===== config.mk =====
export PLATFORM = sky130hd
export DESIGN_NAME = cebf_blend
export DESIGN_NICKNAME = d
export VERILOG_FILES = /design/src/design/cebf_pkg.sv /design/src/design/cebf_blend.sv
export SDC_FILE = /design/constraint.sdc
export NUM_CORES = 2
export LEC_CHECK = 0
export ABC_AREA = 0
export CAP_MARGIN = 20
export CELL_PAD_IN_SITES_DETAIL_PLACEMENT = 1
export CELL_PAD_IN_SITES_GLOBAL_PLACEMENT = 2
export CORE_ASPECT_RATIO = 0.7
export CORE_MARGIN = 2
export CORE_UTILIZATION = 45
export DETAILED_ROUTE_END_ITERATION = 8
export DONT_BUFFER_PORTS = 1
export PLACE_DENSITY_LB_ADDON = 0.1
export SETUP_SLACK_MARGIN = 0.4
export SKIP_LAST_GASP = 1
export SYNTH_ARGS = -nofsm -noshare
export SYNTH_HDL_FRONTEND = slang
export SYNTH_SLANG_ARGS = --single-unit

===== constraint.sdc =====
create_clock -name clk -period 7.4 [get_ports clk]
set_input_delay 0.74 -clock clk [delete_from_list [all_inputs] [get_ports clk]]
set_output_delay 0.74 -clock clk [all_outputs]
set_load 0.02 [all_outputs]

===== src/design/cebf_pkg.sv =====
// shared constants and types of the cross edge blend filter
`default_nettype none

package cebf_pkg;

	localparam int MAX_WIDTH  = 1024;
	localparam int MAX_HEIGHT = 1024;

	// fixed width of the size registers
	localparam int CFG_W = 11;
	localparam int IDX_W = 1;

	localparam logic [IDX_W-1:0] REG_FRAME_WIDTH  = 1'b0;
	localparam logic [IDX_W-1:0] REG_FRAME_HEIGHT = 1'b1;

	localparam logic REQ_PIXEL = 1'b0;
	localparam logic REQ_FLUSH = 1'b1;

	// column index, effective width, output row, input row / effective height
	localparam int COL_W = $clog2(MAX_WIDTH);
	localparam int WID_W = $clog2(MAX_WIDTH + 1);
	localparam int ROW_W = $clog2(MAX_HEIGHT);
	localparam int HGT_W = $clog2(MAX_HEIGHT + 1);

	localparam int LUMA_R     = 299;
	localparam int LUMA_G     = 587;
	localparam int LUMA_B     = 114;
	localparam int LUMA_PEAK  = (LUMA_R + LUMA_G + LUMA_B) * 255;
	localparam int LUMA_W     = $clog2(LUMA_PEAK + 1);
	localparam int EDGE_SCALE = 10;
	localparam int RANGE_W    = $clog2(EDGE_SCALE * LUMA_PEAK + 1);

	typedef struct packed {
		logic [7:0] r;
		logic [7:0] g;
		logic [7:0] b;
	} pix_t;

	// word leaving the control stage; every valid one is pushed into the line store
	typedef struct packed {
		logic emit;
		logic interior;
		logic last;
		pix_t pix;
	} item_t;

	// cross window without the row above, which arrives from the second line memory
	typedef struct packed {
		logic interior;
		logic last;
		pix_t ct;
		pix_t lf;
		pix_t rt;
		pix_t dn;
	} win_t;

endpackage

`default_nettype wire


===== src/design/cebf_blend.sv =====
// luma, contrast test, direction choice and blend, ending in the output register
`default_nettype none

module cebf_blend
	import cebf_pkg::*;
(
	input  wire logic clk,
	input  wire logic arst_n,
	input  wire logic en,
	input  wire logic valid_s3,
	input  wire win_t win_s3,
	input  wire pix_t up_s3,
	output logic      out_valid,
	output pix_t      out_pix,
	output logic      out_blended,
	output logic      out_last
);

	typedef struct packed {
		logic [LUMA_W-1:0] c;
		logic [LUMA_W-1:0] l;
		logic [LUMA_W-1:0] r;
		logic [LUMA_W-1:0] u;
		logic [LUMA_W-1:0] d;
	} lumas_t;

	function automatic logic [LUMA_W-1:0] luma(pix_t p);
		return LUMA_W'(LUMA_R * int'(p.r) + LUMA_G * int'(p.g) + LUMA_B * int'(p.b));
	endfunction

	function automatic logic [LUMA_W-1:0] lmax(logic [LUMA_W-1:0] a, logic [LUMA_W-1:0] b);
		return (a > b) ? a : b;
	endfunction

	function automatic logic [LUMA_W-1:0] lmin(logic [LUMA_W-1:0] a, logic [LUMA_W-1:0] b);
		return (a < b) ? a : b;
	endfunction

	function automatic logic [LUMA_W-1:0] adiff(logic [LUMA_W-1:0] a, logic [LUMA_W-1:0] b);
		return (a > b) ? a - b : b - a;
	endfunction

	// (2c + a + b) >> 2 per channel
	function automatic pix_t avg(pix_t c, pix_t a, pix_t b);
		logic [9:0] sr;
		logic [9:0] sg;
		logic [9:0] sb;
		pix_t       res;
		sr = {1'b0, c.r, 1'b0} + 10'(a.r) + 10'(b.r);
		sg = {1'b0, c.g, 1'b0} + 10'(a.g) + 10'(b.g);
		sb = {1'b0, c.b, 1'b0} + 10'(a.b) + 10'(b.b);
		res.r = sr[9:2];
		res.g = sg[9:2];
		res.b = sb[9:2];
		return res;
	endfunction

	// s4: lumas
	logic   valid_s4;
	lumas_t lum_s4;
	win_t   win_s4;
	pix_t   up_s4;

	// s5: spread, gradients, both blend candidates
	logic              valid_s5;
	logic [LUMA_W-1:0] mx_s5;
	logic [LUMA_W-1:0] mn_s5;
	logic [LUMA_W-1:0] dh_s5;
	logic [LUMA_W-1:0] dv_s5;
	pix_t              vert_s5;
	pix_t              horz_s5;
	pix_t              ct_s5;
	logic              interior_s5;
	logic              last_s5;

	// s6: scaled spread and chosen candidate
	logic               valid_s6;
	logic [RANGE_W-1:0] range_s6;
	logic [LUMA_W-1:0]  mx_s6;
	pix_t               pick_s6;
	pix_t               ct_s6;
	logic               interior_s6;
	logic               last_s6;

	logic              valid_q;
	pix_t              pix_q;
	logic              blended_q;
	logic              last_q;

	logic [LUMA_W-1:0] mx_c;
	logic [LUMA_W-1:0] mn_c;
	logic              is_edge;

	always_comb begin
		mx_c = lmax(lmax(lmax(lum_s4.c, lum_s4.l), lmax(lum_s4.r, lum_s4.u)), lum_s4.d);
		mn_c = lmin(lmin(lmin(lum_s4.c, lum_s4.l), lmin(lum_s4.r, lum_s4.u)), lum_s4.d);
		is_edge = range_s6 >= RANGE_W'(mx_s6);
	end

	always_ff @(posedge clk or negedge arst_n) begin
		if (!arst_n) begin
			valid_s4 <= 1'b0;
			valid_s5 <= 1'b0;
			valid_s6 <= 1'b0;
			valid_q  <= 1'b0;
		end else if (en) begin
			valid_s4 <= valid_s3;
			valid_s5 <= valid_s4;
			valid_s6 <= valid_s5;
			valid_q  <= valid_s6;
		end
	end

	always_ff @(posedge clk) begin
		if (en) begin
			lum_s4.c <= luma(win_s3.ct);
			lum_s4.l <= luma(win_s3.lf);
			lum_s4.r <= luma(win_s3.rt);
			lum_s4.u <= luma(up_s3);
			lum_s4.d <= luma(win_s3.dn);
			win_s4   <= win_s3;
			up_s4    <= up_s3;

			mx_s5       <= mx_c;
			mn_s5       <= mn_c;
			dh_s5       <= adiff(lum_s4.l, lum_s4.r);
			dv_s5       <= adiff(lum_s4.u, lum_s4.d);
			vert_s5     <= avg(win_s4.ct, up_s4, win_s4.dn);
			horz_s5     <= avg(win_s4.ct, win_s4.lf, win_s4.rt);
			ct_s5       <= win_s4.ct;
			interior_s5 <= win_s4.interior;
			last_s5     <= win_s4.last;

			range_s6    <= RANGE_W'(int'(mx_s5 - mn_s5) * EDGE_SCALE);
			mx_s6       <= mx_s5;
			// a stronger horizontal gradient means a vertical edge: blend along the column
			pick_s6     <= (dh_s5 > dv_s5) ? vert_s5 : horz_s5;
			ct_s6       <= ct_s5;
			interior_s6 <= interior_s5;
			last_s6     <= last_s5;

			pix_q     <= (interior_s6 && is_edge) ? pick_s6 : ct_s6;
			blended_q <= interior_s6 && is_edge;
			last_q    <= last_s6;
		end
	end

	assign out_valid   = valid_q;
	assign out_pix     = pix_q;
	assign out_blended = blended_q;
	assign out_last    = last_q;

endmodule

`default_nettype wire


==> impl_metrics.env <==
export IMPL_status="complete, but fails checks"
export IMPL_violations="max-slew violations"
export IMPL_finalWirelength_um=136000
export IMPL_clockBufferDepth=3
export IMPL_setup_viol_count_final=0
export IMPL_wl_met2_um=56200
export IMPL_cp_buffers_inverters=5
export IMPL_final_area_sq_um=50500
export IMPL_synth_top_area_share_pct=30.7
export IMPL_cp_slowest_cell="mux2i_1"
export IMPL_tightest_slew_ns=1.63
export IMPL_vias_per_cell=5.40
export IMPL_pre_cts_ws_ns=0.0246
export IMPL_max_freq_mhz=146
export IMPL_startpoint_type="register"
export IMPL_start_util_pct=45.3
export IMPL_crit_type="register to register"
export IMPL_cts_htree_levels=2
export IMPL_met3WireLength_um=10100
export IMPL_seq_area_frac_synth_pct=30.9
export IMPL_synth_area_sq_um=46200
export IMPL_async_flop_share_pct=0.839
export IMPL_wl_met1_um=68300
export IMPL_ys_ff_latch=477
export IMPL_antenna_found_initial=4
export IMPL_synth_compound_area_share_pct=8.12
export IMPL_cts_reportedPaths_clkPinSlew_ns=0.07
export IMPL_wl_per_cell_um=24.5
export IMPL_setup_slack_ns=0.550
export IMPL_synth_edf_count=473
export IMPL_placed_area_sq_um=48000
export IMPL_first_pass_iters=5
export IMPL_via_count=30033
export IMPL_regArea_sq_um=14300
export IMPL_die_w_um=387
export IMPL_grt_setup_unrepaired="false"
export IMPL_gp_congestion=0.943
export IMPL_slew_violations=139
export IMPL_critPathTopFamily="compound AO/OA/AOI/OAI gates"
export IMPL_synth_simple_area_share_pct=4.83
export IMPL_grt_pass1_vias=31081
export IMPL_ant_nets=0
export IMPL_cts_root_buf="clkbuf_16"
export IMPL_cts_buffers=53
export IMPL_ioPinCount=153
export IMPL_synth_area_leaders="edfxtp_1, ha_1, fa_1, inv_1, xnor2_1"
export IMPL_required_ns=7.78
export IMPL_die_y_um=272
export IMPL_grt_pass1_wl_um=203000
export IMPL_grt_max_degree=478
export IMPL_multi_input_area_sq_um=28600
export IMPL_fill_cells=10835
export IMPL_max_slew_margin_rel_pct=-8.47
export IMPL_synth_top_family_by_area="adder cells"
export IMPL_yosys_area_top_type="edfxtp_1"
export IMPL_period_needed_ns=6.85
export IMPL_fin_tns_setup_ns=0
export IMPL_synthMuxAreaShare_pct=4.30
export IMPL_synth_fa_ha_area_share_pct=40.1
export IMPL_hpwl_um=113000
export IMPL_synthFlopType="edfxtp_1"
export IMPL_final_period_utilization_pct=92.6
export IMPL_drc=0
export IMPL_cts_sinks=477
export IMPL_synth_distinct_cells=78
export IMPL_synth_xor_area_share_pct=4.04
export IMPL_fp_dieArea_sq_um=105000
export IMPL_syn_to_final_growth_pct=9.13
export IMPL_core_sq_um=102000
export IMPL_worstPathArrival_ns=7.23
export IMPL_synthCells=4065
export IMPL_port_buffers=0
export IMPL_cpPeakStageDelay_ns=0.42
export IMPL_end_kind="register"
export IMPL_maxCapViolCount=0
export IMPL_synth_fp_nets=5426
export IMPL_hp_class="primary input to register"
export IMPL_antenna_cells=0
export IMPL_whs_ns=0.189
export IMPL_grt_usage_pct=26.0
export IMPL_crit_fanout=9
export IMPL_highest_layer="met5"
export IMPL_finClkSkew_ns=0.0219
export IMPL_initialDrtViolationCount=2129
export IMPL_overflow=0
export IMPL_worstSkewPairLatency_ns=0.64
export IMPL_final_nets=5533
export IMPL_synth_avg_cell_area_sq_um=11.4
export IMPL_hold_viol=0
export IMPL_cts_tree="yes"
export IMPL_drive_above_1_share_pct=7.76
export IMPL_core_rowCount=98
export IMPL_synth_warnings=0
[per-layer routing]
layer	up-vias	track usage, %
met5	-	0
met4	2	3.19
met2	661	37.5
li1	14023	-
met3	95	5.86
met1	15252	40.4
[through the flow]
step                util (%)  std cells
floorplan                  -       4065
global route            49.5       5565
CTS                     48.8       5507
detailed placement      47.0       5403
finish                  49.5       5565
global placement        47.0       5403
[registers in the layout (all words and copies together) (netlist names), 18 cells and up]
name      cells
pick_s6      24
ct_s6        24
horz_s5      24
out_pix      24
dv_s5        18
mn_s5        18
dh_s5        18
range_s6     21
lum_s4       90
win_s4       98
mx_s6        18
vert_s5      24
ct_s5        24
mx_s5        18
up_s4        24
[cells in the mapped netlist, types with 9 or more instances]
| cell | n |
|---|---|
| buf_2 | 10 |
| and2_1 | 11 |
| nand3_1 | 52 |
| nand2_1 | 72 |
| nand4_1 | 28 |
| o21bai_1 | 39 |
| and3_1 | 21 |
| nor2b_1 | 21 |
| o211ai_1 | 12 |
| nor2_1 | 126 |
| ha_1 | 821 |
| mux2_4 | 9 |
| o21a_1 | 21 |
| or3_1 | 15 |
| fa_1 | 414 |
| o21ai_0 | 92 |
| mux2i_1 | 96 |
| a21oi_1 | 237 |
| inv_1 | 883 |
| edfxtp_1 | 473 |
| a31oi_1 | 10 |
| xor2_1 | 64 |
| a21o_1 | 77 |
| mux2_2 | 78 |
| nand2b_1 | 23 |
| o31ai_1 | 14 |
| xnor2_1 | 149 |
| a211oi_1 | 17 |
| clkbuf_1 | 19 |
| nor3_1 | 33 |
[path summary, 6_finish.rpt]
| kind | start | endpoint | slack [ns] | cells past startpoint |
|---|---|---|---|---|
| setup / recovery | lum_s4[63]$_DFFE_PP_ | mn_s5[16]$_DFFE_PP_ | 0.55 | 27 |
| min in group asynchronous | arst_n | valid_s5$_DFFE_PN0P_ | 0.37 | 1 |
| hold reg to reg | last_s5$_DFFE_PP_ | last_s6$_DFFE_PP_ | 0.42 | 0 |
| max in group asynchronous | arst_n | out_valid$_DFFE_PN0P_ | 6.84 | 1 |
| hold / removal | win_s3[6] | win_s4[6]$_DFFE_PP_ | 0.19 | 0 |
| setup reg to reg | lum_s4[63]$_DFFE_PP_ | mn_s5[16]$_DFFE_PP_ | 0.55 | 27 |
[timing repair]
action / CTS / global route
resized for setup: 7 / 44
setup buffers: 5 / 56
cloned: 0 / 2
setup endpoints to repair: 18 / 36
hold endpoints to repair: 4 / 0
pin swaps: 0 / 12
hold buffers: 1 / 0
[layout by cell type (no fill, tap or decap), types with 10 or more instances in the layout]
| cell type | Yosys | final |
|---|---|---|
| inv_1 | 883 | 880 |
| ha_1 | 821 | 818 |
| edfxtp_1 | 473 | 473 |
| fa_1 | 414 | 414 |
| a21oi_1 | 237 | 232 |
| xnor2_1 | 149 | 149 |
| nor2_1 | 126 | 126 |
| o21ai_0 | 92 | 89 |
| buf_4 | 4 | 84 |
| mux2i_1 | 96 | 81 |
| mux2_2 | 78 | 78 |
| a21o_1 | 77 | 77 |
| nand2_1 | 72 | 71 |
| xor2_1 | 64 | 64 |
| clkbuf_16 | 0 | 55 |
| nand3_1 | 52 | 51 |
| o21bai_1 | 39 | 39 |
| nor3_1 | 33 | 32 |
| nand4_1 | 28 | 28 |
| nand2b_1 | 23 | 23 |
| nor2b_1 | 21 | 21 |
| o21a_1 | 21 | 21 |
| and3_1 | 21 | 21 |
| o31ai_1 | 14 | 14 |
| or3_1 | 15 | 14 |
| clkinv_1 | 0 | 14 |
| mux2i_2 | 1 | 13 |
| a211oi_1 | 17 | 12 |
| o211ai_1 | 12 | 12 |
| and2_1 | 11 | 11 |
| a31oi_1 | 10 | 10 |
[final cells by class]
type	instances	area share, %
clock buffer	60	2.68
clock inverter	38	0.707
inverter	883	6.57
multi-input combinational	2664	56.8
sequential	477	28.4
tap	1350	3.35
timing repair buffer	93	1.59
[logic make-up (layout without fill, tap and decap cells)]
family / count (synthesis) / in the layout
adders and majority gates: 1235 / 1235
buffers and inverters: 924 / 1074
AOI/OAI and AO/OA: 593 / 593
DFF: 477 / 477
and+or+nand+nor: 439 / 439
xor gates and xnor gates: 213 / 213
muxes: 184 / 184
Power is left out: the tool's default activity adds up to more than one toggle a clock period on the data nets, which glitch-free logic cannot reach.
