$ cat src/design/cebf_pkg.sv
// shared constants and types of the cross edge blend filter
`default_nettype none

package cebf_pkg;

	localparam int MAX_WIDTH  = 1024;
	localparam int MAX_HEIGHT = 1024;

	// fixed width of the size registers
	localparam int CFG_W = 11;
	localparam int IDX_W = 1;

	localparam logic [IDX_W-1:0] REG_FRAME_WIDTH  = 1'b0;
	localparam logic [IDX_W-1:0] REG_FRAME_HEIGHT = 1'b1;

	localparam logic REQ_PIXEL = 1'b0;
	localparam logic REQ_FLUSH = 1'b1;

	// column index, effective width, output row, input row / effective height
	localparam int COL_W = $clog2(MAX_WIDTH);
	localparam int WID_W = $clog2(MAX_WIDTH + 1);
	localparam int ROW_W = $clog2(MAX_HEIGHT);
	localparam int HGT_W = $clog2(MAX_HEIGHT + 1);

	localparam int LUMA_R     = 299;
	localparam int LUMA_G     = 587;
	localparam int LUMA_B     = 114;
	localparam int LUMA_PEAK  = (LUMA_R + LUMA_G + LUMA_B) * 255;
	localparam int LUMA_W     = $clog2(LUMA_PEAK + 1);
	localparam int EDGE_SCALE = 10;
	localparam int RANGE_W    = $clog2(EDGE_SCALE * LUMA_PEAK + 1);

	typedef struct packed {
		logic [7:0] r;
		logic [7:0] g;
		logic [7:0] b;
	} pix_t;

	// word leaving the control stage; every valid one is pushed into the line store
	typedef struct packed {
		logic emit;
		logic interior;
		logic last;
		pix_t pix;
	} item_t;

	// cross window without the row above, which arrives from the second line memory
	typedef struct packed {
		logic interior;
		logic last;
		pix_t ct;
		pix_t lf;
		pix_t rt;
		pix_t dn;
	} win_t;

endpackage

`default_nettype wire

$ cat src/design/cebf_ctrl.sv
// size registers, frame position counters and the first pipeline stage
`default_nettype none

module cebf_ctrl
	import cebf_pkg::*;
(
	input  wire logic              clk,
	input  wire logic              arst_n,
	input  wire logic              en,
	input  wire logic              cfg_we,
	input  wire logic [IDX_W-1:0]  cfg_index,
	input  wire logic [CFG_W-1:0]  cfg_data,
	input  wire logic              fire,
	input  wire logic              req_type,
	input  wire pix_t              pix,
	output logic                   valid_s1,
	output item_t                  item_s1,
	output logic [WID_W-1:0]       frame_w,
	output logic                   restart
);

	logic [WID_W-1:0] width_q;
	logic [HGT_W-1:0] height_q;
	logic [COL_W-1:0] in_col_q;
	logic [HGT_W-1:0] in_row_q;
	logic [COL_W-1:0] out_col_q;
	logic [ROW_W-1:0] out_row_q;

	logic cfg_hit;
	logic is_pix;
	logic take_pix;
	logic take_flush;
	logic push;
	logic emit;
	logic col_end;
	logic small_frame;
	logic ocol_last;
	logic orow_last;
	logic interior;
	logic last;

	function automatic logic [WID_W-1:0] sat_width(logic [CFG_W-1:0] v);
		if (v == '0) return WID_W'(1);
		if (int'(v) > MAX_WIDTH) return WID_W'(MAX_WIDTH);
		return WID_W'(v);
	endfunction

	function automatic logic [HGT_W-1:0] sat_height(logic [CFG_W-1:0] v);
		if (v == '0) return HGT_W'(1);
		if (int'(v) > MAX_HEIGHT) return HGT_W'(MAX_HEIGHT);
		return HGT_W'(v);
	endfunction

	always_comb begin
		cfg_hit     = cfg_we && (cfg_index inside {REG_FRAME_WIDTH, REG_FRAME_HEIGHT});
		is_pix      = req_type == REQ_PIXEL;
		take_pix    = is_pix && (in_row_q < height_q);
		take_flush  = !is_pix && (in_row_q >= height_q);
		push        = take_pix || take_flush;
		emit        = (take_pix && in_row_q != '0) || take_flush;
		col_end     = WID_W'(in_col_q) == width_q - 1'b1;
		small_frame = (width_q < WID_W'(3)) || (height_q < HGT_W'(3));
		ocol_last   = WID_W'(out_col_q) == width_q - 1'b1;
		orow_last   = HGT_W'(out_row_q) == height_q - 1'b1;
		interior    = !small_frame && out_row_q != '0 && !orow_last &&
			out_col_q != '0 && !ocol_last;
		last        = orow_last && ocol_last;
	end

	always_ff @(posedge clk or negedge arst_n) begin
		if (!arst_n) begin
			width_q   <= WID_W'(MAX_WIDTH);
			height_q  <= HGT_W'(MAX_HEIGHT);
			in_col_q  <= '0;
			in_row_q  <= '0;
			out_col_q <= '0;
			out_row_q <= '0;
			valid_s1  <= 1'b0;
		end else begin
			if (cfg_hit) begin
				case (cfg_index)
					REG_FRAME_WIDTH:  width_q  <= sat_width(cfg_data);
					REG_FRAME_HEIGHT: height_q <= sat_height(cfg_data);
					default: ;
				endcase
				in_col_q  <= '0;
				in_row_q  <= '0;
				out_col_q <= '0;
				out_row_q <= '0;
			end else if (fire) begin
				if (take_pix) begin
					if (col_end) begin
						in_col_q <= '0;
						in_row_q <= in_row_q + 1'b1;
					end else begin
						in_col_q <= in_col_q + 1'b1;
					end
				end
				if (emit) begin
					if (last) begin
						in_col_q  <= '0;
						in_row_q  <= '0;
						out_col_q <= '0;
						out_row_q <= '0;
					end else if (ocol_last) begin
						out_col_q <= '0;
						out_row_q <= out_row_q + 1'b1;
					end else begin
						out_col_q <= out_col_q + 1'b1;
					end
				end
			end
			if (en) begin
				valid_s1 <= fire && push;
			end
		end
	end

	// flush words push a black pixel
	always_ff @(posedge clk) begin
		if (en) begin
			item_s1.emit     <= emit;
			item_s1.interior <= interior;
			item_s1.last     <= last;
			item_s1.pix      <= is_pix ? pix : '0;
		end
	end

	assign frame_w = width_q;
	assign restart = cfg_hit;

	a_row_bound: assert property (@(posedge clk) disable iff (!arst_n)
		in_row_q <= height_q)
		else $error("input row beyond frame height");

	a_col_bound: assert property (@(posedge clk) disable iff (!arst_n)
		WID_W'(out_col_q) < width_q && HGT_W'(out_row_q) < height_q)
		else $error("output position outside frame");

	a_restart: assert property (@(posedge clk) disable iff (!arst_n)
		cfg_hit |=> (in_row_q == '0 && in_col_q == '0 && out_col_q == '0 && out_row_q == '0))
		else $error("size write did not restart the frame");

endmodule

`default_nettype wire

$ cat config.mk
export PLATFORM = sky130hd
export DESIGN_NAME = cebf_ctrl
export DESIGN_NICKNAME = d
export VERILOG_FILES = /design/src/design/cebf_pkg.sv /design/src/design/cebf_ctrl.sv
export SDC_FILE = /design/constraint.sdc
export NUM_CORES = 1
export LEC_CHECK = 0
export BUFFER_PORTS_ARGS = -buffer_cell sky130_fd_sc_hd__buf_2
export CORE_MARGIN = 2
export CORE_UTILIZATION = 60
export DETAILED_ROUTE_END_ITERATION = 10
export HOLD_SLACK_MARGIN = 0.06
export PLACE_DENSITY = 0.88
export SYNTH_ARGS = -nofsm -noshare
export SYNTH_HDL_FRONTEND = slang
export SYNTH_SLANG_ARGS = --single-unit
$ cat constraint.sdc
create_clock -name clk -period 7.9 [get_ports clk]
set_input_delay 0.79 -clock clk [delete_from_list [all_inputs] [get_ports clk]]
set_output_delay 0.79 -clock clk [all_outputs]
set_load 0.05 [all_outputs]
==> results.cfg, run 1 <==
[logic_synthesis]
synthCells = 646
async_flop_share = 0.703
yosysWarnings = 0
synth-edff-count = 27
syn-num-nets = 708
ys_seq_area_frac = 0.411
yosys.cell_types.count = 67
synth_seq_cells = 91
synth-main-ff-cell = dfrtp_1
synth_area_um2 = 5880
avgSynthCellArea_um2 = 9.10

[clock_tree]
clk_pin_slew_ns = 0.10
cts_max_level = 3
clock-sinks = 91
cts_buffers = 9
clk_path_buf_depth = 2
cts_setup_buffers = 0
post_cts_resize_count = 0
cts_tree = done
cts_root_buffer = clkbuf_8
clkLatencyLatePin_ns = 0.38
ctsHoldBuffers = 0

[setup_path]
ff2ff_path_depth = 10
end_kind = flip-flop
path_max_fanout = 22
crit_start = frame_w[0]$_DFFE_PN0P_
worstSetupPathType = reg2reg
start_kind = flip-flop
r2r_start = frame_w[0]$_DFFE_PN0P_
reg2reg_to = in_col_q[9]$_DFFE_PN0P_
rrSetupSlack_ns = 3.41
arrival_ns = 4.71
cp_data_required_time_ns = 8.12

[floorplan]
boundaryPins = 82
core_area_um2 = 9640
start_util = 0.610
dieArea_um2 = 10600
die_w_um = 103
die-height_um = 103
rows = 36

[power]
vdd_drop_max_mv = 0.148
finalPower_mw = 1.16
powerDensity_nw_per_um2 = 179
p_leak_nw = 2.75

[detailed_routing]
vias_per_cell = 6.28
first_iter_violations = 463
drt_drc_violations_left = 0
avgRoutedWirePerCell_um = 17.9
drt.antenna.violating_nets = 0
routed_wl_mm = 14.9
drtPass1Iterations = 6
dr_total_vias = 5231

[timing]
timing.fmax_mhz = 223
worstMarginPinSlew_ns = 0.844
finalSetupViolCount = 0
hold_viol_final = 0
final.period_utilization = 0.568
slew_headroom = 0.436
tns_ns = 0
finalCriticalPeriod_ns = 4.49
rsz0062_at_grt = false
finalClockSkew_ns = 0.0114
setup_ws_ns = 3.41
maxSlewViolCount = 0

[finish]
area_growth_pct = 10.4
fin_cells = 833
n_antenna_cell = 0
drive_above_1_share = 0.170
design_area_um2 = 6490
nNetsFinal = 757

[place]
place_inst = 817
dp_hpwl_mm = 10.7
gp_congestion = 0.960
dp_slack_ns = 3.56
placed_area_um2 = 6280
io_buffer_count = 81

[global_routing]
antenna_found_initial = 0
grt_max_degree = 65
grt_remaining_overflow = 0
grt_pass1_vias = 4895
grt_pass1_wl_mm = 23.9
grt_usage = 0.290

[outcome]
status = finished clean

[run]
drv_cap = 0

[worst_hold_path]
min_path_type = in2async
worst max-delay path: stages (launching register included):
cell,delay (ns)
dfrtp_1,0.48
inv_1,0.10
ha_1,0.22
or3b_1,0.50
o31ai_1,0.30
mux2i_1,0.11
a2111oi_0,0.48
and3_1,0.70
nand3_1,0.77
nand3_1,0.46
o311ai_0,0.21
layout make-up:
| type | count | area [um^2] |
|---|---|---|
| tap | 133 | 166 |
| inverter | 31 | 116 |
| timing repair buffer | 83 | 420 |
| multi-input combinational | 479 | 3160 |
| fill | 770 | 3150 |
| clock inverter | 6 | 76.3 |
| sequential | 91 | 2410 |
| clock buffer | 10 | 138 |
logic make-up (layout without fill, tap and decap cells):
family                   count (synthesis)  count (layout)  synth area share
flip-flops                              91              91             0.411
XOR/XNOR                                39              39            0.0677
adder cells (fa/ha/maj)                 20              20            0.0426
AO/OA/AOI/OAI                          135             135             0.146
multiplexers                             8               8            0.0140
AND/OR/NAND/NOR                        277             277             0.266
buffers and inverters                   76             130            0.0532
stage by stage:
stage               hold WS (ns)  utilization
CTS                        0.576        0.673
detailed placement         0.561        0.651
global route               0.603        0.673
global placement           0.526        0.651
finish                     0.566        0.673
floorplan                  0.494            -
worst max path at each step:
stage | end | cells after the start
after global routing | in_col_q[9]$_DFFE_PN0P_ | 10
after CTS | in_col_q[9]$_DFFE_PN0P_ | 10
after detailed placement | in_col_q[3]$_DFFE_PN0P_ | 10
after floorplan | in_row_q[9]$_DFFE_PN0P_ | 13
final | in_col_q[9]$_DFFE_PN0P_ | 10
after global placement | in_col_q[9]$_DFFE_PN0P_ | 10
layer usage:
metal,wire (um),vias up,track usage,share of wire
li1,-,2467,-,-
met4,340,0,0.108,0.023
met5,0,-,0,0
met2,7220,264,0.467,0.48
met1,6100,2465,0.396,0.41
met3,1230,35,0.0502,0.083
power breakdown:
group	switching [mW]	leakage (nW)	internal, mW	total (mW)
Combinational	0.177	1.51	0.0910	0.268
Sequential	0.0334	1.13	0.512	0.545
Clock	0.187	0.110	0.162	0.349
Yosys cell counts (8+ instances only):
cell / instances / area (um^2)
nor2b_1: 32 / 200
and3_1: 20 / 125
nand4_1: 13 / 81.3
nor3_1: 18 / 90.1
nand3_1: 32 / 160
a21oi_1: 30 / 150
or4b_2: 8 / 80.1
nor2_1: 25 / 93.8
dfrtp_1: 62 / 1550
nor4_1: 12 / 75.1
nand2_1: 53 / 199
clkbuf_1: 34 / 128
nand2b_1: 15 / 93.8
xor2_1: 19 / 166
or3_1: 9 / 56.3
edfxtp_1: 27 / 811
a31oi_1: 10 / 62.6
inv_1: 31 / 116
o21ai_0: 44 / 220
ha_1: 20 / 250
xnor2_1: 16 / 140
placed cells by master (no fill, tap or decap), drive strengths merged, types with 12 or more instances in the layout:
master / count
buf: 83
dfrtp: 62
nand2: 53
o21ai: 44
inv: 36
nand3: 32
nor2b: 32
a21oi: 30
edfxtp: 27
nor2: 26
and3: 20
ha: 20
xor2: 19
nor3: 19
xnor2: 16
nand2b: 15
nand4: 13
nor4: 12
state kept, by name, summed over array words and instances (netlist names):
signal,cells
in_row_q,11
out_row_q,10
height_q,11
frame_w,11
out_col_q,10
valid_s1,1
in_col_q,10
item_s1,27
Power figures use the tool's default switching activity.
==> run 2, diff against run 1 <==
--- a/config.mk
+++ b/config.mk
@@ -7,10 +7,10 @@
 export LEC_CHECK = 0
 export BUFFER_PORTS_ARGS = -buffer_cell sky130_fd_sc_hd__buf_2
 export CORE_MARGIN = 2
-export CORE_UTILIZATION = 60
+export CORE_UTILIZATION = 53
 export DETAILED_ROUTE_END_ITERATION = 10
 export HOLD_SLACK_MARGIN = 0.06
-export PLACE_DENSITY = 0.88
+export PLACE_DENSITY = 0.82
 export SYNTH_ARGS = -nofsm -noshare
 export SYNTH_HDL_FRONTEND = slang
 export SYNTH_SLANG_ARGS = --single-unit
==> constraint.sdc (replaced) <==
create_clock -name clk -period 3.7 [get_ports clk]
set_input_delay 0.37 -clock clk [delete_from_list [all_inputs] [get_ports clk]]
set_output_delay 0.37 -clock clk [all_outputs]
set_load 0.05 [all_outputs]
==> run 2 against run 1 <==
  * Via count increased by 0.55%
  * Worst setup slack lost 3.3 ns
  * Utilization decreased by 6.4 points
  * Largest cell class unchanged
  * Largest power group unchanged
  * First-iteration DRC count shrank 23%
==> results.cfg, run 2 (same netlist as run 1, synthesis figures left out) <==
[outcome]
status = finished clean

[setup_path]
worstSetupPathType = reg2reg
cp_data_required_time_ns = 3.95
arrival_ns = 3.80
end_kind = flip-flop
start_kind = flip-flop
path_max_fanout = 10

[detailed_routing]
avgRoutedWirePerCell_um = 17.4
drt.antenna.violating_nets = 0
routed_wl_mm = 14.9
dr_total_vias = 5260
first_iter_violations = 355
drt_drc_violations_left = 0
vias_per_cell = 6.14
drtPass1Iterations = 6

[power]
pwr-share-comb = 0.258
p_seq_frac = 0.474
intPower_mw = 1.56
p_clk_frac = 0.267
p_leak_nw = 2.81
power.share.switching = 0.351
powerDensity_nw_per_um2 = 365
vdd_drop_max_mv = 0.256
p_switching_uw = 847

[finish]
final_cell_mix = buf_2 (81), dfrtp_1 (61), nand2_1 (52), o21ai_0 (44)
n_antenna_cell = 0
top_register = item_s1
largest_reg_flops = 27
nNetsFinal = 773
fin_cells = 856
n_fill_cell = 967
final_common_cell = buf_2
area_growth_pct = 12.3
drive_above_1_share = 0.194

[global_routing]
use_met1 = 0.335
busiest_layer = met2
grt_pass1_vias = 4893
antenna_found_initial = 0
grt_util_met2 = 0.420
use_met3 = 0.0462
grt_remaining_overflow = 0
grt_usage = 0.254
grt_max_degree = 44
grt_pass1_wl_mm = 23.6

[place]
gp_congestion = 0.956
io_buffer_count = 81
dp_hpwl_mm = 11.1
place_inst = 840

[timing]
tns_ns = 0
timing.fmax_mhz = 282
worstMarginPinSlew_ns = 0.907
slew_headroom = 0.395
hold_viol_final = 0
final.period_utilization = 0.957
finalCriticalPeriod_ns = 3.54
finalSetupViolCount = 0
rsz0062_at_grt = false
finalClockSkew_ns = 0.0120
maxSlewViolCount = 0

[clock_tree]
cts_tree = done
cts_root_buffer = clkbuf_8
cts_max_level = 3
cts_setup_buffers = 0
clkLatencyLatePin_ns = 0.37
cts_buffers = 9
ctsHoldBuffers = 0
clk_path_buf_depth = 2
clk_pin_slew_ns = 0.09
clock-sinks = 91

[floorplan]
start_util = 0.542
boundaryPins = 82
core_area_um2 = 10800
die-height_um = 109
dieArea_um2 = 12000
rows = 38
die_w_um = 109

[run]
drv_cap = 0

[worst_hold_path]
min_path_type = in2async
-- run 2: timing repair --
item,in CTS,in global routing
endpoints found under the setup margin,0,17
endpoints found under the hold margin,0,0
resized for setup,0,7
-- run 2: cell type report --
class,count,area (um^2),share of cell area
inverters,31,116,0.0176
clock buffers,10,128,0.0193
repair buffers,99,541,0.0819
well taps,140,175,0.0265
clock inverters,6,48.8,0.00739
multi-input cells,479,3180,0.481
flip-flops and latches,91,2420,0.366
-- run 2: path summary, 6_finish.rpt --
path	slack [ns]	cells after the start	end	start
min in group clk	0.28	2	item_s1[21]$_SDFFCE_PP0P_	pix[21]
worst min-delay path	0.13	1	frame_w[3]$_DFFE_PN0P_	arst_n
worst max register to register	0.16	10	in_row_q[9]$_DFFE_PN0P_	frame_w[1]$_DFFE_PN0P_
worst min register to register	0.55	2	valid_s1$_DFFE_PN0P_	valid_s1$_DFFE_PN0P_
worst max-delay path	0.16	10	in_row_q[9]$_DFFE_PN0P_	frame_w[1]$_DFFE_PN0P_
max in group asynchronous	2.68	2	in_col_q[2]$_DFFE_PN0P_	arst_n
-- run 2: metal layers --
layer / share of wire / wire, um
met1: 0.43 / 6380
met2: 0.47 / 7060
met3: 0.074 / 1100
met4: 0.022 / 323
met5: 0 / 0
-- run 2: worst max-delay path, stage by stage, from the launching register on --
cell      delay, ns
dfrtp_1        0.46
inv_1          0.09
ha_2           0.20
or3b_1         0.44
or3_1          0.39
a311o_1        0.28
a2111o_1       0.32
or3_4          0.44
or4_1          0.52
a32oi_1        0.21
o31ai_1        0.09
-- run 2: through the flow --
stage | util | hold slack (ns) | setup WS [ns] | instance area [um^2] | power, mW
6_report | 0.609 | 0.128 | 0.159 | 6600 | 2.41
3_3_place_gp | 0.591 | 0.524 | 0.189 | 6410 | 1.77
2_1_floorplan | - | 0.0744 | 0.0236 | 5900 | 1.60
4_1_cts | 0.608 | 0.145 | 0.0339 | 6590 | 2.41
3_5_place_dp | 0.591 | 0.544 | 0.0505 | 6410 | 1.78
5_1_grt | 0.609 | 0.197 | 0.0247 | 6600 | 2.52
-- run 2: power groups by stage --
stage          Clock (mW)  Combinational (mW)  Sequential, mW
2_1_floorplan           0               0.326            1.28
3_3_place_gp            0               0.606            1.16
3_5_place_dp            0               0.614            1.16
4_1_cts             0.653               0.617            1.14
5_1_grt             0.690               0.677            1.15
6_report            0.644               0.624            1.14
==> run 3, diff against run 2 <==
--- a/config.mk
+++ b/config.mk
@@ -7,10 +7,11 @@
 export LEC_CHECK = 0
 export BUFFER_PORTS_ARGS = -buffer_cell sky130_fd_sc_hd__buf_2
 export CORE_MARGIN = 2
-export CORE_UTILIZATION = 53
+export CORE_UTILIZATION = 60
+export CTS_BUF_LIST = sky130_fd_sc_hd__clkbuf_8
 export DETAILED_ROUTE_END_ITERATION = 10
 export HOLD_SLACK_MARGIN = 0.06
-export PLACE_DENSITY = 0.82
+export PLACE_DENSITY = 0.88
 export SYNTH_ARGS = -nofsm -noshare
 export SYNTH_HDL_FRONTEND = slang
 export SYNTH_SLANG_ARGS = --single-unit
==> constraint.sdc (replaced) <==
create_clock -name clk -period 4.3 [get_ports clk]
set_input_delay 0.43 -clock clk [delete_from_list [all_inputs] [get_ports clk]]
set_output_delay 0.43 -clock clk [all_outputs]
set_load 0.05 [all_outputs]
==> run 3 against run 2 <==
  * Clock-buffer cell count grew 1
  * Fmax shrank 11%
  * Routed wire length grew 1.1%
  * Design area shrank 1.4%
  * Die area shrank 11%
  * Critical endpoint is now out_row_q[7]$_DFFE_PN0P_
  * Critical path type unchanged
  * Sequential power shrank 13%
  * Via count grew 1.2%
  * Worst hold slack lost 0.077 ns
  * Sequential share of layout area grew 0.52 points
  * Global-route usage grew 4.1 points
  * Clock skew shrank 0.0045 ns
==> results.cfg, run 3 (same netlist as run 1, synthesis figures left out) <==
[outcome]
status = finished clean

[detailed_routing]
dr_total_vias = 5324
drtPass1Iterations = 6
first_iter_violations = 428
drt_drc_violations_left = 0
vias_per_cell = 6.35
avgRoutedWirePerCell_um = 17.9
routed_wl_mm = 15.0
drt.antenna.violating_nets = 0

[timing]
finalClockSkew_ns = 0.00746
timing.fmax_mhz = 250
setup_ws_ns = 0.299
hold_viol_final = 0
rsz0062_at_grt = false
tns_ns = 0
slew_headroom = 0.470
finalSetupViolCount = 0
maxSlewViolCount = 0
worstMarginPinSlew_ns = 0.796
final.period_utilization = 0.930
finalCriticalPeriod_ns = 4.00

[setup_path]
critPathBufInv = 1
crit_family = simple AND/OR/NAND/NOR gates
path_cells = inv_1 > ha_1 > or3b_1 > o31ai_1 > mux2i_1 > a2111oi_1 > and3_1 > nand2_1 > or4b_2 > a21oi_1
slowest_delay_ns = 0.71
ff2ff_path_depth = 10
arrival_ns = 4.29
worstSetupPathType = reg2reg
path_max_fanout = 18
rrSetupSlack_ns = 0.30
start_kind = flip-flop
end_kind = flip-flop
crit_cells = 10
cp_data_required_time_ns = 4.59
crit_slowest_cell = or4b_2

[power]
pwr-share-comb = 0.244
p_clk_frac = 0.275
powerDensity_nw_per_um2 = 318
power.share.switching = 0.343
p_leak_nw = 2.76
finalPower_mw = 2.07
p_seq_frac = 0.481
intPower_mw = 1.36
p_switching_uw = 711
vdd_drop_max_mv = 0.281

[place]
io_buffer_count = 81
dp_slack_ns = 0.265
gp_congestion = 0.940
dp_hpwl_mm = 11.1

[floorplan]
boundaryPins = 82
core_area_um2 = 9640
rows = 36
die_w_um = 103
die-height_um = 103
start_util = 0.610
dieArea_um2 = 10600

[clock_tree]
clock-sinks = 91
clk_pin_slew_ns = 0.09
cts_buffers = 9
ctsHoldBuffers = 0
cts_tree = done
cts_root_buffer = clkbuf_8
cts_max_level = 3
clkLatencyLatePin_ns = 0.37
clk_path_buf_depth = 2

[global_routing]
grt_usage = 0.295
antenna_found_initial = 0
grt_pass1_vias = 5044
grt_max_degree = 44
grt_pass1_wl_mm = 24.4
grt_remaining_overflow = 0

[finish]
final_cell_mix = buf_2 (81), dfrtp_1 (62), nand2_1 (53), o21ai_0 (44)
drive_above_1_share = 0.176
area_growth_pct = 10.7
n_antenna_cell = 0
top_register = item_s1
fin_util = 0.675
largest_reg_flops = 27
nNetsFinal = 762
final_common_cell = buf_2

[worst_hold_path]
min_path_type = in2async

[run]
drv_cap = 0
run 3: cell types whose count changed in the layout (fill, tap and decap cells not counted), sizes merged:
cell	previous run	this run
clkbuf	10	11
clkinv	1	0
buf	99	88
run 3: what timing repair did:
item	in CTS	in global routing
endpoints found under the hold margin	0	0
resized for setup	0	1
setup buffers	0	0
endpoints found under the setup margin	0	6
run 3: final cells by class:
cell class	count	area [um^2]
multi-input combinational	479	3160
inverter	31	116
tap	133	166
clock buffer	11	151
clock inverter	5	40.0
timing repair buffer	88	458
fill	783	3130
sequential	91	2410
run 3: path summary, 6_finish.rpt:
| check | from | endpoint |
|---|---|---|
| max | frame_w[0]$_DFFE_PN0P_ | out_row_q[7]$_DFFE_PN0P_ |
| min | arst_n | in_row_q[2]$_DFFE_PN0P_ |
| max reg2reg | frame_w[0]$_DFFE_PN0P_ | out_row_q[7]$_DFFE_PN0P_ |
| min reg2reg | in_row_q[0]$_DFFE_PN0P_ | in_row_q[0]$_DFFE_PN0P_ |
| max in group asynchronous | arst_n | frame_w[10]$_DFFE_PN1P_ |
| min in group clk | pix[13] | item_s1[13]$_SDFFCE_PP0P_ |
run 3: metal layers:
| layer | part of all wire | track usage |
|---|---|---|
| met1 | 0.39 | 0.385 |
| met4 | 0.024 | 0.105 |
| met3 | 0.088 | 0.0610 |
| met2 | 0.49 | 0.490 |
| met5 | 0 | 0 |
run 3: worst register-to-register path, cell delays in order, from the launching register on:
cell	delay, ns
dfrtp_1	0.48
inv_1	0.10
ha_1	0.23
or3b_1	0.50
o31ai_1	0.31
mux2i_1	0.12
a2111oi_1	0.51
and3_1	0.43
nand2_1	0.38
or4b_2	0.71
a21oi_1	0.16
run 3: power groups by stage:
stage / combinational, mW / clock [mW] / sequential, mW
floorplan: 0.279 / 0 / 1.10
global placement: 0.486 / 0 / 1.01
detailed placement: 0.498 / 0 / 1.01
CTS: 0.501 / 0.573 / 0.994
global route: 0.545 / 0.607 / 1.00
finish: 0.505 / 0.569 / 0.996
run 3: metrics by stage:
step                instances  hold slack [ns]  cell area [um^2]
floorplan                 646            0.134              5880
global placement          822            0.458              6310
detailed placement        822            0.466              6310
CTS                       838           0.0702              6510
global route              838           0.0885              6510
finish                    838           0.0510              6510
